==> src/rtl/core/unordered_number_set_table_defines.svh <==
// Assertion macros for the unordered number set table.
`ifndef UNORDERED_NUMBER_SET_TABLE_DEFINES_SVH
`define UNORDERED_NUMBER_SET_TABLE_DEFINES_SVH

// Check a condition at every clock edge outside reset.
`define UNST_ASSERT_ALWAYS(label, cond) \
    label: assert property (@(posedge clk) disable iff (!rst_n) (cond)) \
        else $error("unst assertion failed");

// Check a condition in the cycle after a trigger.
`define UNST_ASSERT_NEXT(label, ante, cons) \
    label: assert property (@(posedge clk) disable iff (!rst_n) (ante) |=> (cons)) \
        else $error("unst assertion failed");

`endif

==> src/rtl/core/unst_pkg.sv <==
package unst_pkg;

    localparam int CAPACITY  = 64;
    localparam int NUM_W     = 32;

    localparam int CMD_W     = 2;
    localparam int NUMBER_W  = 32;
    localparam int INDEX_W   = 6;
    localparam int STATUS_W  = 2;
    localparam int VALUE_W   = 32;
    localparam int COUNT_W   = 7;

    localparam int CNT_W     = $clog2(CAPACITY + 1);
    localparam int SLOT_W    = ($clog2(CAPACITY) > INDEX_W) ? $clog2(CAPACITY) : INDEX_W;

    typedef enum logic [CMD_W-1:0] {
        CMD_ADD      = 2'd0,
        CMD_REMOVE   = 2'd1,
        CMD_CONTAINS = 2'd2,
        CMD_GET      = 2'd3
    } cmd_t;

    typedef enum logic [STATUS_W-1:0] {
        ST_OK    = 2'd0,
        ST_MISS  = 2'd1,
        ST_FULL  = 2'd2,
        ST_RANGE = 2'd3
    } status_t;

    typedef struct packed {
        logic              commit_add;
        logic              commit_remove;
        logic [NUM_W-1:0]  number;
        logic [SLOT_W-1:0] index;
        logic [NUM_W-1:0]  last_data;
    } cell_ctrl_t;

    typedef struct packed {
        logic             valid;
        logic             match;
        logic             rd_hit;
        logic [NUM_W-1:0] rd_data;
        logic [NUM_W-1:0] last_data;
    } cell_stat_t;

endpackage

==> src/rtl/core/unst_cell.sv <==
module unst_cell import unst_pkg::*;
(
    input  logic              clk,
    input  logic              rst_n,
    input  cell_ctrl_t        ctrl,
    input  logic [SLOT_W-1:0] slot,
    input  logic              prev_valid,
    input  logic              next_valid,
    output cell_stat_t        stat
);

    logic             valid_reg;
    logic             valid_next;
    logic [NUM_W-1:0] entry_reg;
    logic [NUM_W-1:0] entry_next;
    logic             is_last;
    logic             is_free;
    logic             match;
    logic             sel;

    assign match   = valid_reg && (entry_reg == ctrl.number);
    assign is_last = valid_reg && !next_valid;
    assign is_free = !valid_reg && prev_valid;
    assign sel     = valid_reg && (ctrl.index == slot);

    always_comb
    begin
        valid_next = valid_reg;
        entry_next = entry_reg;
        if (ctrl.commit_add && is_free)
        begin
            valid_next = 1'b1;
            entry_next = ctrl.number;
        end
        if (ctrl.commit_remove)
        begin
            if (match)
            begin
                entry_next = ctrl.last_data;
            end
            if (is_last)
            begin
                valid_next = 1'b0;
            end
        end
    end

    always_ff @(posedge clk or negedge rst_n)
    begin
        if (!rst_n)
        begin
            valid_reg <= 1'b0;
        end
        else
        begin
            valid_reg <= valid_next;
        end
    end

    always_ff @(posedge clk)
    begin
        entry_reg <= entry_next;
    end

    assign stat.valid     = valid_reg;
    assign stat.match     = match;
    assign stat.rd_hit    = sel;
    assign stat.rd_data   = sel ? entry_reg : '0;
    assign stat.last_data = is_last ? entry_reg : '0;

endmodule

==> config.mk <==
export PLATFORM = sky130hd
export DESIGN_NAME = unst_cell
export DESIGN_NICKNAME = d
export VERILOG_FILES = /design/src/rtl/core/unordered_number_set_table_defines.svh /design/src/rtl/core/unst_pkg.sv /design/src/rtl/core/unst_cell.sv
export SDC_FILE = /design/constraint.sdc
export NUM_CORES = 1
export LEC_CHECK = 0
export BUFFER_PORTS_ARGS = -buffer_cell sky130_fd_sc_hd__buf_2
export CAP_MARGIN = 0
export CORE_UTILIZATION = 45
export CTS_CLUSTER_DIAMETER = 30
export DETAILED_ROUTE_END_ITERATION = 10
export PLACE_DENSITY = 0.8
export REMOVE_ABC_BUFFERS = 1
export SLEW_MARGIN = 20
export SYNTH_ARGS = -nofsm -noshare
export SYNTH_HDL_FRONTEND = slang
export SYNTH_SLANG_ARGS = --single-unit
==> constraint.sdc <==
create_clock -name clk -period 2.28 [get_ports clk]
set_input_delay 0.342 -clock clk [delete_from_list [all_inputs] [get_ports clk]]
set_output_delay 0.342 -clock clk [all_outputs]
set_load 0.05 [all_outputs]
==> results.sh <==
export IMPL_status="complete, no violations"
export IMPL_final_nets=494
export IMPL_antenna_found_initial=0
export IMPL_drive_above_1_share_pct=63.0
export IMPL_yosysWarnings=0
export IMPL_cts_buffers=5
export IMPL_drt_total_wl_um=6290
export IMPL_grt_pass1_vias=2240
export IMPL_fin_crit_sh_pct=97.3
export IMPL_worstMarginPinSlew_ns=0.564
export IMPL_yosysMostFrequentCell="and2_1"
export IMPL_area_delta_synth_final_pct=42.9
export IMPL_max_vdd_ir_drop_mv=0.374
export IMPL_hold_viol=0
export IMPL_path_class="flop to flop"
export IMPL_dp_slack_ns=-0.0884
export IMPL_vias=2353
export IMPL_place_gp_congestion=0.745
export IMPL_grt_usage_pct=20.6
export IMPL_path_clk_slew_ns=0.06
export IMPL_synth_edf_count=0
export IMPL_cp_start_kind="flop"
export IMPL_via_per_inst=4.85
export IMPL_ys_top_cells_by_area="dfxtp_1, mux2_4, and2_1"
export IMPL_grt_overflow=0
export IMPL_numPortBuffers=148
export IMPL_wl_per_cell_um=13.0
export IMPL_fin_ws_ns=0.0627
export IMPL_slew_violations=0
export IMPL_nFillCells=442
export IMPL_rows=27
export IMPL_avgSynthCellArea_um2=9.96
export IMPL_die_w_um=77.8
export IMPL_rsz0062_at_grt="true"
export IMPL_final_cells=485
export IMPL_post_synth_top_area_cell="dfxtp_1"
export IMPL_placed_cell_area_um2=3420
export IMPL_min_period_ns=2.22
export IMPL_async_flop_share_pct=3.03
export IMPL_synth_commonest_cells="and2_1, dfxtp_1, mux2_2, mux2_4, xnor2_1"
export IMPL_synth_top_area_share_pct=24.7
export IMPL_critPathCaptureType="flop"
export IMPL_largest_reg_flops=32
export IMPL_drt_first_pass_iters=4
export IMPL_skew_ns=0.00630
export IMPL_netlist_instances=260
export IMPL_worst_path_max_delay_cell="or4b_1"
export IMPL_critical_path_buf_inv_count=1
export IMPL_ys_seq_area_share_pct=25.7
export IMPL_post_route_drc_count=0
export IMPL_fin_util_pct=66.8
export IMPL_diodes=0
export IMPL_hold_path_class="input pin to flop"
export IMPL_cts_tree="built"
export IMPL_io_pins=149
export IMPL_relSlewSlack_pct=62.3
export IMPL_slowest_delay_ns=0.58
export IMPL_numClockSinks=33
export IMPL_dpl_hpwl_um=4750
export IMPL_grt_pass1_wl_um=9940
export IMPL_die_h_um=77.8
export IMPL_final_antenna_net_count=0
export IMPL_critical_path_peak_fanout=18
export IMPL_fmax_mhz=451
export IMPL_place_inst=471
export IMPL_htreeDepth=2
export IMPL_core_um2=5540
export IMPL_crit_chain="xor2_1 > or4b_1 > nor4_4 > nand4_4 > buf_12 > mux2_4"
export IMPL_clk_latency_ns=0.28
export IMPL_root_buffer="clkbuf_8"
export IMPL_ys_ff_latch=33
export IMPL_drt_initial_drc_count=46
export IMPL_p_leak_uw=0.00199
export IMPL_start_util_pct=46.7
export IMPL_grt_start_max_net_pins=37
export IMPL_drv_cap=0
export IMPL_syn_area_um2=2590
export IMPL_final_area_um2=3700
export IMPL_synthFlopType="dfxtp_1"
export IMPL_dieArea_um2=6060
export IMPL_power_density_nw_per_um2=731
export IMPL_setup_violations=0
export IMPL_yosysUniqueCellTypes=31
export IMPL_cts_buffer_depth=2
export IMPL_critPathArrivalTime_ns=2.38
export IMPL_crit_family="simple AND/OR/NAND/NOR gates"
export IMPL_worstPathRequired_ns=2.45
[stage by stage]
step / power, uW / TNS (ns) / hold WS, ns
2_1_floorplan: 1860 / -100.35 / 0.0464
3_5_place_dp: 2170 / -2.51 / 0.119
4_1_cts: 2620 / -0.0237 / 0.276
5_1_grt: 2880 / -0.0615 / 0.273
3_3_place_gp: 2130 / -0.253 / 0.118
6_report: 2700 / 0 / 0.287
[final timing paths]
| kind | start | to | slack (ns) | cells past startpoint |
|---|---|---|---|---|
| max | entry_reg[25] | entry_reg[24] | 0.06 | 6 |
| min | ctrl[26] | entry_reg[26] | 0.29 | 2 |
| max reg2reg | entry_reg[25] | entry_reg[24] | 0.06 | 6 |
| min reg2reg | valid_reg | valid_reg | 0.57 | 2 |
| max in group asynchronous | rst_n | valid_reg | 1.82 | 2 |
| min in group asynchronous | rst_n | valid_reg | 0.37 | 2 |
[placed cells by master (no fill, tap or decap), types with 2 or more instances in the layout]
cell type	count
and2_1	62
and2_2	2
buf_12	3
buf_2	147
buf_4	9
clkbuf_1	3
clkbuf_8	5
dfxtp_1	23
dfxtp_2	9
inv_1	5
mux2_2	31
mux2_4	30
nand2_1	5
nand2b_1	9
nand3_1	3
nand4_1	12
nor2_1	2
nor4_2	2
o21ai_0	4
xnor2_1	11
xnor2_2	14
xor2_1	6
[worst reg2reg max path: cells and delay by family (launching register included)]
| kind | cells | cell delay, ns |
|---|---|---|
| muxes | 1 | 0.31 |
| xor gates and xnor gates | 1 | 0.16 |
| buffers and inverters | 1 | 0.20 |
| DFF | 1 | 0.35 |
| and+or+nand+nor | 3 | 1.08 |
[power by group]
group          internal (uW)  leakage [uW]  switching, uW
logic                    697       0.00167            617
clock network            217     0.0000395            202
registers                771      0.000281            202
[what timing repair did]
item	4_1_cts	5_1_grt
gates cloned	0	0
gates resized for setup	8	23
pin swaps	0	5
hold endpoints to repair	1	0
hold buffers	1	0
endpoints found under the setup margin	33	33
buffers inserted	0	5
[kinds of logic (layout without fill, tap and decap cells)]
kind of cell | Yosys count | count (layout) | synth area share, %
simple gates | 107 | 107 | 26.0
mux | 61 | 61 | 30.9
flops | 33 | 33 | 25.7
xor+xnor | 31 | 31 | 10.5
buf+inv | 21 | 174 | 5.03
compound gates | 7 | 7 | 1.93
[per-layer routing]
metal / track usage [%] / wire length, um / vias up
met5: 0 / 0 / -
met4: 4.53 / 53 / 0
met3: 4.35 / 393 / 7
met2: 39.1 / 3170 / 88
met1: 23.1 / 2670 / 1069
li1: - / - / 1189
[layout make-up]
class	instances	area (um2)	area share (%)
inverters	5	18.8	0.507
clock buffers	8	80.1	2.17
multi-input cells	206	1950	52.6
repair buffers	161	885	23.9
flip-flops and latches	33	678	18.3
well taps	72	90.1	2.44
Power figures use the tool's default switching activity.
